## config.mk

```make
export PLATFORM = sky130hd
export DESIGN_NAME = led_panel_remap_shift_driver_top
export DESIGN_NICKNAME = d
export VERILOG_FILES = /design/src/design/lprsd_pkg.sv /design/src/design/lprsd_ctrl.sv /design/src/design/lprsd_dpath.sv /design/src/design/led_panel_remap_shift_driver_top.sv
export SDC_FILE = /design/constraint.sdc
export NUM_CORES = 1
export LEC_CHECK = 0
export BUFFER_PORTS_ARGS = -buffer_cell sky130_fd_sc_hd__buf_2
export CELL_PAD_IN_SITES_DETAIL_PLACEMENT = 1
export CELL_PAD_IN_SITES_GLOBAL_PLACEMENT = 1
export CORE_UTILIZATION = 46
export DETAILED_ROUTE_END_ITERATION = 7
export PLACE_DENSITY_LB_ADDON = 0.1
export RECOVER_POWER = 100
export SLEW_MARGIN = 30
export SYNTH_ARGS = -nofsm -noshare
export SYNTH_HDL_FRONTEND = slang
export SYNTH_SLANG_ARGS = --single-unit
```

## constraint.sdc

```tcl
create_clock -name clk -period 3.4 [get_ports clk]
set_clock_uncertainty 0.05 [all_clocks]
set_input_delay 0.68 -clock clk [delete_from_list [all_inputs] [get_ports clk]]
set_output_delay 0.68 -clock clk [all_outputs]
set_load 0.005 [all_outputs]
```

## src/design/lprsd_pkg.sv

```systemverilog
// ============================================================================
// lprsd_pkg : shared types and constants for the LED panel shift driver
// Holds the store size, the command and sequencer codes, the controller
// command bundle and the serpentine address remap.
// ============================================================================
package lprsd_pkg;

    // Number of stored pixel bits shifted out per frame
    localparam int PIXELS = 256;
    localparam int ADDR_W = (PIXELS > 1) ? $clog2(PIXELS) : 1;

    // Panel geometry: 16x16 pixels, 64-pixel boards, 8-pixel groups
    localparam int MAP_W = 8;

    typedef enum logic [1:0] {
        CMD_WRITE = 2'd0,
        CMD_START = 2'd1,
        CMD_TICK  = 2'd2
    } cmd_t;

    typedef enum logic [2:0] {
        PH_IDLE = 3'd0,
        PH_DATA = 3'd1,
        PH_CLKH = 3'd2,
        PH_CLKL = 3'd3,
        PH_LATH = 3'd4,
        PH_LATL = 3'd5
    } phase_t;

    // Controller to datapath commands, valid for one accepted transaction
    typedef struct packed {
        logic accept;
        logic wr_en;
        logic start_frame;
        logic load_data;
        logic clk_set;
        logic clk_clr;
        logic bit_adv;
        logic latch_set;
        logic latch_clr;
        logic done;
        logic rej;
        logic busy_after;
    } ctrl_t;

    // Datapath to controller status
    typedef struct packed {
        logic last_bit;
    } stat_t;

    localparam logic [5:0] GRP_BASE [8] = '{6'd0, 6'd16, 6'd15, 6'd31,
                                            6'd48, 6'd32, 6'd63, 6'd47};
    localparam logic       GRP_DOWN [8] = '{1'b0, 1'b0, 1'b1, 1'b1,
                                            1'b0, 1'b0, 1'b1, 1'b1};

    // Serpentine remap of (x, y) onto the board chain address
    function automatic logic [MAP_W-1:0] map_address(input logic [3:0] col,
                                                     input logic [3:0] row);
        logic [7:0] p;
        logic [2:0] grp;
        logic [2:0] k;
        logic [5:0] off;
        p   = {row, col};
        grp = p[5:3];
        k   = p[2:0];
        off = GRP_DOWN[grp] ? (GRP_BASE[grp] - {3'b000, k})
                            : (GRP_BASE[grp] + {3'b000, k});
        return {p[7:6], off};
    endfunction

endpackage

```

## src/design/lprsd_ctrl.sv

```systemverilog
// ============================================================================
// lprsd_ctrl : frame sequencer state machine
// Steps data, clock-high, clock-low per bit, then latch-high and latch-low,
// and issues commands to the datapath for each accepted transaction.
// ============================================================================
module lprsd_ctrl
    import lprsd_pkg::*;
(
    input  logic  clk,
    input  logic  rst_n,
    input  logic  accept,
    input  cmd_t  cmd,
    input  stat_t stat,
    output ctrl_t ctrl
);

    phase_t phase_reg;
    phase_t phase_next;
    logic   busy_now;

    assign busy_now = (phase_reg != PH_IDLE);

    always_ff @(posedge clk or negedge rst_n)
    begin
        if (!rst_n)
        begin
            phase_reg <= PH_IDLE;
        end
        else
        begin
            phase_reg <= phase_next;
        end
    end

    // Next state
    always_comb
    begin
        phase_next = phase_reg;
        if (accept)
        begin
            case (cmd)
                CMD_START:
                begin
                    if (!busy_now)
                    begin
                        phase_next = PH_DATA;
                    end
                end
                CMD_TICK:
                begin
                    case (phase_reg)
                        PH_DATA: phase_next = PH_CLKH;
                        PH_CLKH: phase_next = PH_CLKL;
                        PH_CLKL: phase_next = stat.last_bit ? PH_LATH : PH_DATA;
                        PH_LATH: phase_next = PH_LATL;
                        PH_LATL: phase_next = PH_IDLE;
                        default: phase_next = PH_IDLE;
                    endcase
                end
                default: phase_next = phase_reg;
            endcase
        end
    end

    // Datapath commands
    always_comb
    begin
        ctrl            = '0;
        ctrl.accept     = accept;
        ctrl.busy_after = (phase_next != PH_IDLE);
        if (accept)
        begin
            case (cmd)
                CMD_WRITE:
                begin
                    ctrl.rej   = busy_now;
                    ctrl.wr_en = !busy_now;
                end
                CMD_START:
                begin
                    ctrl.rej         = busy_now;
                    ctrl.start_frame = !busy_now;
                    ctrl.latch_clr   = !busy_now;
                end
                CMD_TICK:
                begin
                    case (phase_reg)
                        PH_DATA: ctrl.load_data = 1'b1;
                        PH_CLKH: ctrl.clk_set   = 1'b1;
                        PH_CLKL:
                        begin
                            ctrl.clk_clr = 1'b1;
                            ctrl.bit_adv = 1'b1;
                        end
                        PH_LATH: ctrl.latch_set = 1'b1;
                        PH_LATL:
                        begin
                            ctrl.latch_clr = 1'b1;
                            ctrl.done      = 1'b1;
                        end
                        default: ctrl.done = 1'b0;
                    endcase
                end
                default: ctrl.rej = 1'b0;
            endcase
        end
    end

endmodule

```

## src/design/lprsd_dpath.sv

```systemverilog
// ============================================================================
// lprsd_dpath : pixel store, bit counter, pin levels and result registers
// The store is a one-bit memory with per-entry valid bits cleared at reset;
// its read is registered and prefetched at the next bit position.
// ============================================================================
module lprsd_dpath
    import lprsd_pkg::*;
(
    input  logic       clk,
    input  logic       rst_n,
    input  ctrl_t      ctrl,
    input  logic [3:0] col_x,
    input  logic [3:0] row_y,
    input  logic [7:0] pixel_value,
    input  logic       cfg_we,
    input  logic       cfg_data,
    output stat_t      stat,
    output logic       result_valid,
    output logic       shift_clock,
    output logic       serial_data,
    output logic       latch_pin,
    output logic       enable_pin,
    output logic       busy_res,
    output logic       frame_done,
    output logic       rejected
);

    logic              store_mem [PIXELS];
    logic [PIXELS-1:0] valid_reg;
    logic              rd_data_reg;
    logic              rd_valid_reg;

    logic [ADDR_W-1:0] bit_pos_reg;
    logic [ADDR_W-1:0] bit_pos_next;

    logic [MAP_W-1:0]  map_addr;
    logic [ADDR_W-1:0] wr_addr;
    logic              wr_in_range;
    logic              wr_fire;

    logic clk_level_reg;
    logic data_level_reg;
    logic latch_level_reg;
    logic oe_n_reg;
    logic result_valid_reg;
    logic busy_res_reg;
    logic frame_done_reg;
    logic rejected_reg;

    assign map_addr    = map_address(col_x, row_y);
    assign wr_addr     = ADDR_W'(map_addr);
    assign wr_in_range = (32'(map_addr) < PIXELS);
    assign wr_fire     = ctrl.wr_en && wr_in_range;

    assign stat.last_bit = (32'(bit_pos_reg) == PIXELS - 1);

    always_comb
    begin
        bit_pos_next = bit_pos_reg;
        if (ctrl.start_frame || ctrl.done)
        begin
            bit_pos_next = '0;
        end
        else if (ctrl.bit_adv)
        begin
            bit_pos_next = ADDR_W'(bit_pos_reg + 1'b1);
        end
    end

    // Store write and prefetch read
    always_ff @(posedge clk)
    begin
        if (wr_fire)
        begin
            store_mem[wr_addr] <= (pixel_value != 8'd0);
        end
        rd_data_reg <= store_mem[bit_pos_next];
    end

    always_ff @(posedge clk or negedge rst_n)
    begin
        if (!rst_n)
        begin
            valid_reg    <= '0;
            rd_valid_reg <= 1'b0;
        end
        else
        begin
            if (wr_fire)
            begin
                valid_reg[wr_addr] <= 1'b1;
            end
            rd_valid_reg <= valid_reg[bit_pos_next];
        end
    end

    always_ff @(posedge clk or negedge rst_n)
    begin
        if (!rst_n)
        begin
            bit_pos_reg      <= '0;
            clk_level_reg    <= 1'b0;
            data_level_reg   <= 1'b0;
            latch_level_reg  <= 1'b0;
            oe_n_reg         <= 1'b0;
            result_valid_reg <= 1'b0;
        end
        else
        begin
            bit_pos_reg      <= bit_pos_next;
            result_valid_reg <= ctrl.accept;
            if (cfg_we)
            begin
                oe_n_reg <= cfg_data;
            end
            if (ctrl.load_data)
            begin
                data_level_reg <= rd_data_reg && rd_valid_reg;
            end
            if (ctrl.clk_set)
            begin
                clk_level_reg <= 1'b1;
            end
            else if (ctrl.clk_clr)
            begin
                clk_level_reg <= 1'b0;
            end
            if (ctrl.latch_set)
            begin
                latch_level_reg <= 1'b1;
            end
            else if (ctrl.latch_clr)
            begin
                latch_level_reg <= 1'b0;
            end
        end
    end

    // Status flags of the result, held until the next transaction
    always_ff @(posedge clk or negedge rst_n)
    begin
        if (!rst_n)
        begin
            busy_res_reg   <= 1'b0;
            frame_done_reg <= 1'b0;
            rejected_reg   <= 1'b0;
        end
        else if (ctrl.accept)
        begin
            busy_res_reg   <= ctrl.busy_after;
            frame_done_reg <= ctrl.done;
            rejected_reg   <= ctrl.rej;
        end
    end

    assign result_valid = result_valid_reg;
    assign shift_clock  = clk_level_reg;
    assign serial_data  = data_level_reg;
    assign latch_pin    = latch_level_reg;
    assign enable_pin   = oe_n_reg;
    assign busy_res     = busy_res_reg;
    assign frame_done   = frame_done_reg;
    assign rejected     = rejected_reg;

endmodule

```

## src/design/led_panel_remap_shift_driver_top.sv

```systemverilog
// ============================================================================
// led_panel_remap_shift_driver_top : LED panel shift-register driver
// Stores pixel bits at serpentine-remapped addresses and steps the shift,
// clock and latch pins of a chain of 64-pixel boards one tick at a time.
// ============================================================================
//
//  channel   handshake                    payload
//  -------   ---------------------------  --------------------------------------
//  command   start / busy                 cmd, col_x, row_y, pixel_value
//  config    cfg_valid / cfg_ready        cfg_data (output_enable_n level)
//  result    result_valid (strobe)        shift_clock, serial_data, latch_pin,
//                                         enable_pin, busy_res, frame_done,
//                                         rejected
//
//  Cycles: one transaction per clock; each result is registered and shows in the
//  cycle after its transaction, for exactly one cycle. The rate rests on a sequencer
//  that steps once per transaction and on the registered pixel store read, which
//  is prefetched at the next bit position so a data tick never waits.
//  Reset: rst_n clears the sequencer, pin levels and store valid bits at once;
//  no clearing pass, the block takes commands right after reset.
//  Stalls: busy stays low and the receiver cannot stall results.
//
module led_panel_remap_shift_driver_top
    import lprsd_pkg::*;
(
    input  logic       clk,
    input  logic       rst_n,
    input  logic       start,
    output logic       busy,
    input  logic [1:0] cmd,
    input  logic [3:0] col_x,
    input  logic [3:0] row_y,
    input  logic [7:0] pixel_value,
    input  logic       cfg_valid,
    output logic       cfg_ready,
    input  logic       cfg_data,
    output logic       result_valid,
    output logic       shift_clock,
    output logic       serial_data,
    output logic       latch_pin,
    output logic       enable_pin,
    output logic       busy_res,
    output logic       frame_done,
    output logic       rejected
);

    ctrl_t ctrl;
    stat_t stat;
    logic  accept;

    // Every command is taken in the cycle it arrives
    assign busy      = 1'b0;
    assign cfg_ready = 1'b1;
    assign accept    = start && !busy;

    // Sequencer: decide what each transaction does to the pins and store
    lprsd_ctrl u_ctrl (
        .clk    (clk),
        .rst_n  (rst_n),
        .accept (accept),
        .cmd    (cmd_t'(cmd)),
        .stat   (stat),
        .ctrl   (ctrl)
    );

    // Datapath: hold pixel bits, bit counter, pin levels and result flags
    lprsd_dpath u_dpath (
        .clk          (clk),
        .rst_n        (rst_n),
        .ctrl         (ctrl),
        .col_x        (col_x),
        .row_y        (row_y),
        .pixel_value  (pixel_value),
        .cfg_we       (cfg_valid && cfg_ready),
        .cfg_data     (cfg_data),
        .stat         (stat),
        .result_valid (result_valid),
        .shift_clock  (shift_clock),
        .serial_data  (serial_data),
        .latch_pin    (latch_pin),
        .enable_pin   (enable_pin),
        .busy_res     (busy_res),
        .frame_done   (frame_done),
        .rejected     (rejected)
    );

    // A result strobe only follows an accepted transaction
    a_strobe_follows_accept: assert property (@(posedge clk) disable iff (!rst_n)
        result_valid |-> $past(start && !busy))
        else $error("result strobe without a preceding transaction");

    // A finished frame leaves the sequencer idle with the latch released
    a_done_idle: assert property (@(posedge clk) disable iff (!rst_n)
        frame_done |-> (!busy_res && !latch_pin))
        else $error("frame end while still busy or latched");

    // Rejection only happens while a frame is in flight
    a_reject_busy: assert property (@(posedge clk) disable iff (!rst_n)
        rejected |-> busy_res)
        else $error("rejection reported while idle");

    // Shift clock and latch are high only inside a frame, never together
    a_clock_in_frame: assert property (@(posedge clk) disable iff (!rst_n)
        (shift_clock || latch_pin) |-> (busy_res && !(shift_clock && latch_pin)))
        else $error("shift clock or latch high outside a frame");

endmodule

```

==> results of run 1 <==
synthesized netlist by cell type (12+ instances only):
master,number,share of area (%)
buf_2,48,0.98
a21oi_1,63,1.3
nor3_1,21,0.43
clkbuf_1,143,2.2
and3_1,51,1.3
o211ai_1,14,0.43
a311oi_1,25,0.90
o21bai_1,245,7.5
nand4_1,21,0.54
dfrtp_1,276,28
a31oi_1,27,0.69
a211oi_1,37,1.1
nor2_1,294,4.5
mux2i_1,23,0.94
nand2_1,309,4.7
a2111oi_0,20,0.72
edfxtp_1,256,31
a32o_1,12,0.49
inv_1,30,0.46
buf_1,16,0.25
o21ai_0,67,1.4
nand3_1,66,1.4
layer usage:
layer,part of all wire (%),vias to the layer above
li1,-,8740
met1,40,11020
met3,7.9,252
met4,4.5,2
met2,47,1017
met5,0.010,-
area by class of cell:
class	instances	area (um^2)
Fill cell	5485	22040
Sequential cell	533	14620
Multi-Input combinational cell	1509	9384
Timing Repair Buffer	388	3697
Clock buffer	79	1622
Tap cell	688	860.8
Clock inverter	28	188.9
Inverter	33	136.4
power by group:
part           internal (mW)  switching (mW)  leakage (nW)
clock                   3.41            2.69         0.883
combinational           1.47            2.54          5.04
sequential              6.87           0.122          6.75
total                   11.7            5.35          12.7
worst max-delay path: cells and delay by family (launching register included):
kind	cells	cell delay, ns
AND/OR/NAND/NOR	4	1.30
AO/OA/AOI/OAI	5	1.03
flip-flops	1	0.43
buffers and inverters	3	0.55
placed cells by master, fill, tap and decap left out, types with 14 or more instances in the layout:
master     netlist  layout
nor2_1         294     289
mux2i_1         23      23
a311oi_1        25      22
o21bai_1       245     245
a21oi_1         63      58
clkbuf_1       143      16
o21ai_0         67      67
clkbuf_16        0      61
o211ai_1        14      14
inv_1           30      28
nand2_1        309     297
nor3_1          21      19
buf_4            4     277
and3_1          51      46
nand4_1         21      21
edfxtp_1       256     256
dfrtp_1        276     273
nand3_1         66      62
buf_2           48      29
buf_12           0      61
a31oi_1         27      27
a211oi_1        37      35
how the worst max path moves through the flow:
stage               slack (ns)             endpoint           startpoint
CTS                      -0.01  u_dpath.rd_data_reg  u_ctrl.phase_reg[1]
finish                   -0.08  u_dpath.rd_data_reg  u_ctrl.phase_reg[1]
global placement         -0.97  u_dpath.rd_data_reg               cmd[0]
global route             -0.18  u_dpath.rd_data_reg  u_ctrl.phase_reg[1]
detailed placement       -0.95  u_dpath.rd_data_reg               cmd[0]
floorplan                 -0.1  u_dpath.rd_data_reg               cmd[0]
timing repair:
item,4_1_cts,5_1_grt
hold buffers,0,0
buffers inserted,20,7
pin swaps,15,16
gates cloned,2,4
endpoints found under the setup margin,2,2
gates resized for setup,43,49
logic make-up after synthesis:
family	Yosys count	share of synthesized area [%]
and+or+nand+nor	816	14.59
AOI/OAI and AO/OA	637	19.11
DFF	533	59.83
buffers and inverters	249	4.262
muxes	32	1.357
xor gates and xnor gates	10	0.3586
adders and majority gates	9	0.4610
other	2	0.03075
==> out/metrics.cfg, run 1 <==
[worst_setup_path]
cpMostUsedCell = buf_4
crit_path_top_delay_cell = or4b_1
crit_chain = and3b_2, buf_4, a21boi_4, buf_4, nor2_4, buf_4, a2111oi_1, a21oi_1, o2111ai_1, o22ai_1, or4b_1, or4_1
rrSetupSlack_ns = -0.08
worst-path-max-fanout = 10
required_ns = 3.86
crit_type = flop to flop
reg2reg_to = u_dpath.rd_data_reg
start_kind = flop
worstSetupEndpointType = flop
cpPeakStageDelay_ns = 0.53
r2r-start = u_ctrl.phase_reg[1]
r2r_cells = 12
arrival_ns = 3.94

[yosys]
ys_warn_count = 0
synth-main-ff-cell = dfrtp_1
ys_seq_area_share_pct = 59.83
ys_ff_latch = 533
synth_area_mm2 = 0.02443
syn_area_per_cell_um2 = 10.68
yosys.cell_types.count = 90
syn_nets = 2320
syn_inst = 2288
synth_edf_count = 256
async_flop_share_pct = 51.78

[power_and_ir_drop]
p_leak_nw = 12.67
total_power_mw = 17.10
power_density_mw_per_mm2 = 560.4
ir_worst_vdd_mv = 0.4047

[global_routing]
grt-ovfl-total = 0
grt_pass1_wl_mm = 142.2
grt.met3_usage_pct = 6.311
grtUsageMet2_pct = 57.33
antenna_found_initial = 3
track_usage_pct = 35.84
grt_max_degree = 103
met1_usage_pct = 47.49
grt_pass1_vias = 21710
gr-max-usage-layer = met2

[die]
io_pins = 33
rows = 84
start_util_pct = 46.48
dieArea_mm2 = 0.05403
die_w_um = 232.4
core-area_mm2 = 0.05255
die_h_um = 232.4

[timing]
slew_violations = 72
period_share_pct = 102.3
setup_viol = 2
setup_tns_ns = -0.1325
relSlewSlack_pct = -32.33
hold_violations = 0
finalCriticalPeriod_ns = 3.478
whs_ns = 0.2307
setup_slack_ns = -0.07818
worst_pin_slew_ns = 1.985
rsz0062_at_grt = yes
fmax_ghz = 0.2875

[place]
placed_area_mm2 = 0.02798
dp.final_hpwl_mm = 59.95
place_inst = 3118
io_buffers = 30
place.gp.congestion = 0.9176
place_ws_ns = -0.9480

[route]
ant_nets = 0
num_vias = 21030
wl_per_cell_um = 29.86
drc = 1
viasPerCell = 6.455
drt-initial-drc-count = 2074
finalWirelength_mm = 97.28
first_pass_iters = 7

[hold_path]
worstHoldPathType = input port to flop
min_path_cells = 2
hp-start = cfg_data
min_to = u_dpath.enable_pin

[clock_tree]
cts_root_buffer = clkbuf_16
clk_latency_ns = 0.64
cts.path.max_buffers = 3
h-tree-depth = 2
clk_pin_slew_ns = 0.06
cts_tree = yes
clock-sinks = 533
numCtsBuffers = 57

[outcome]
violations = design-rule violations, max-capacitance violations, max-slew violations, negative setup slack
run_status = finished with violations

[finish]
fin_util_pct = 58.05
syn_to_final_growth_pct = 24.90
fin_nets = 2554
drive_gt1_share_pct = 22.49
n_antenna_cell = 0
final_cells = 3258
final_area_mm2 = 0.03051

[run]
cap_violations = 1

Note: power is estimated with default switching activity, not from simulation.
==> run 2: changes to the inputs <==
--- a/config.mk
+++ b/config.mk
@@ -8,9 +8,10 @@
 export BUFFER_PORTS_ARGS = -buffer_cell sky130_fd_sc_hd__buf_2
 export CELL_PAD_IN_SITES_DETAIL_PLACEMENT = 1
 export CELL_PAD_IN_SITES_GLOBAL_PLACEMENT = 1
+export CORE_ASPECT_RATIO = 0.6
 export CORE_UTILIZATION = 46
 export DETAILED_ROUTE_END_ITERATION = 7
-export PLACE_DENSITY_LB_ADDON = 0.1
+export PLACE_DENSITY = 0.78
 export RECOVER_POWER = 100
 export SLEW_MARGIN = 30
 export SYNTH_ARGS = -nofsm -noshare
==> run 2 against run 1 <==
The flow finishes with violations (max-capacitance violations, max-slew violations, negative setup slack). Die area hardly changed. Via count up 0.23%. Design area shrank 2.5%. Critical endpoint unchanged.
==> out/metrics.cfg, run 2 (synthesis results as in run 1) <==
[die]
rows = 64  ; -24%
io_pins = 33  ; unchanged
die_w_um = 299.5  ; +29%
dieArea_mm2 = 0.05406  ; about the same
die_h_um = 180.5  ; -22%
core-area_mm2 = 0.05165  ; -1.7%
start_util_pct = 47.29  ; +0.81 points

[finish]
fin_nets = 2510  ; -1.7%
n_antenna_cell = 0  ; unchanged
multi_input_area_mm2 = 0.009141  ; -2.6%
final.fill_count = 5370  ; -2.1%
drive_gt1_share_pct = 20.33  ; -2.2 points
regArea_mm2 = 0.01462  ; unchanged
fin_util_pct = 57.58  ; -0.47 points
final_cells = 3211  ; -1.4%
layout_common_cells = nand2_1 (296), nor2_1 (292), dfrtp_1 (273), edfxtp_1 (256), buf_4 (253)
final_common_cell = nand2_1
syn_to_final_growth_pct = 21.77

[power_and_ir_drop]
power_density_mw_per_mm2 = 563.2  ; +0.50%
ir_worst_vdd_mv = 0.4411  ; +9.0%
p_leak_nw = 12.34  ; -2.7%

[worst_setup_path]
crit_chain = and3b_2, buf_6, buf_4, a21oi_1, a41oi_2, and3_4, buf_12, buf_4, buf_4, a311oi_1, nor4_1, nor4b_1, or4_1
required_ns = 3.81  ; -0.05 ns
worstSetupEndpointType = flop
worst-path-max-fanout = 8  ; -2
r2r_cells = 13  ; +1
start_kind = flop
crit_type = flop to flop
crit_path_top_delay_cell = or4_1
cpMostUsedCell = buf_4
arrival_ns = 3.98  ; +0.04 ns
cpPeakStageDelay_ns = 0.51  ; -0.02 ns

[clock_tree]
clk_latency_ns = 0.60  ; -0.04 ns
cts_root_buffer = clkbuf_16
clock-sinks = 533  ; unchanged
cts.path.max_buffers = 3  ; unchanged
h-tree-depth = 2  ; unchanged
cts_tree = yes
clk_pin_slew_ns = 0.07  ; about the same
numCtsBuffers = 49  ; -14%
cts_hold_buf = 0  ; unchanged

[route]
num_vias = 21080  ; +0.23%
ant_nets = 0  ; unchanged
wl_per_cell_um = 30.52  ; +2.2%
drc = 0  ; -1
drt-initial-drc-count = 2940  ; +42%
finalWirelength_mm = 97.99  ; +0.73%
viasPerCell = 6.565  ; +1.7%
first_pass_iters = 6  ; -1

[run]
cap_violations = 2  ; +1

[outcome]
run_status = finished with violations
violations = max-capacitance violations, max-slew violations, negative setup slack

[timing]
setup_slack_ns = -0.1707  ; -0.09256 ns
period_share_pct = 105.0  ; +2.7 points
worst_pin_slew_ns = 2.143  ; +0.1585 ns
hold_violations = 0  ; unchanged
slew_violations = 160  ; +120%
rsz0062_at_grt = yes
fmax_ghz = 0.2801  ; -2.6%
setup_viol = 2  ; unchanged
relSlewSlack_pct = -42.89  ; -11 points
finalCriticalPeriod_ns = 3.571  ; +0.09256 ns

[place]
place.gp.congestion = 0.9397  ; +2.4%
dp.final_hpwl_mm = 60.96  ; +1.7%
io_buffers = 30  ; unchanged
place_inst = 3108  ; -0.32%

[hold_path]
worstHoldPathType = input port to flop
min_path_cells = 2  ; unchanged

[global_routing]
grt_pass1_wl_mm = 145.5  ; +2.3%
grt_max_degree = 257  ; +150%
track_usage_pct = 36.24  ; +0.40 points
grt_pass1_vias = 21930  ; +1.0%
antenna_found_initial = 1  ; -2
grt-ovfl-total = 0  ; unchanged

run 2: power breakdown:
| group | internal [mW] | leakage (nW) | switching [mW] |
|---|---|---|---|
| Sequential | 6.87 | 6.75 | 0.123 |
| Clock | 3.26 | 0.839 | 2.60 |
| Combinational | 1.38 | 4.75 | 2.52 |
run 2: worst max-delay path, delay by kind of cell (launching register included):
family / cells / cell delay [ns]
buffers and inverters: 5 / 0.78
AND/OR/NAND/NOR: 5 / 1.75
AO/OA/AOI/OAI: 3 / 0.39
flip-flops: 1 / 0.45
run 2: timing repair:
item	in CTS	in global routing
pin swaps	13	5
buffers inserted	11	0
gates resized for setup	31	18
endpoints found under the hold margin	0	0
setup endpoints to repair	2	2
run 2: worst paths after layout:
| kind | start | endpoint | slack (ns) |
|---|---|---|---|
| worst max-delay path | u_ctrl.phase_reg[2] | u_dpath.rd_data_reg | -0.17 |
| worst min-delay path | cfg_data | u_dpath.enable_pin | 0.29 |
| worst max register to register | u_ctrl.phase_reg[2] | u_dpath.rd_data_reg | -0.17 |
| worst min register to register | u_dpath.valid_reg[215] | u_dpath.valid_reg[215] | 0.42 |
| max in group asynchronous | rst_n | u_dpath.valid_reg[18] | 0.35 |
| min in group asynchronous | rst_n | u_dpath.rejected | 0.63 |
run 2: cell type report:
class,instances,share of cell area (%)
Clock buffer,69,5.073
Clock inverter,22,0.5805
Inverter,33,0.4459
Multi-Input combinational cell,1506,30.73
Sequential cell,533,49.15
Tap cell,693,2.915
Timing Repair Buffer,355,11.10
run 2: per-layer routing:
metal	global-route usage, %	wire, um	up-vias
met4	10.84	3102	0
met2	52.49	41350	1378
met3	10.20	12460	258
met1	52.70	41080	10800
li1	-	-	8640
met5	0	0	-
run 2: per-stage QoR:
step	hold WS, ns	cell area (um^2)	TNS [ns]	setup slack (ns)	power [mW]
after floorplan	0.3344	24530	-0.1599	-0.09916	8.738
after global placement	0.3904	27830	-2.111	-0.9386	10.65
after detailed placement	0.4034	27830	-30.35	-1.052	10.77
after CTS	0.06992	29740	-0.05003	-0.05003	16.63
after global routing	0.2893	29740	-6.978	-0.1897	17.14
final	0.2881	29740	-0.2547	-0.1707	16.75
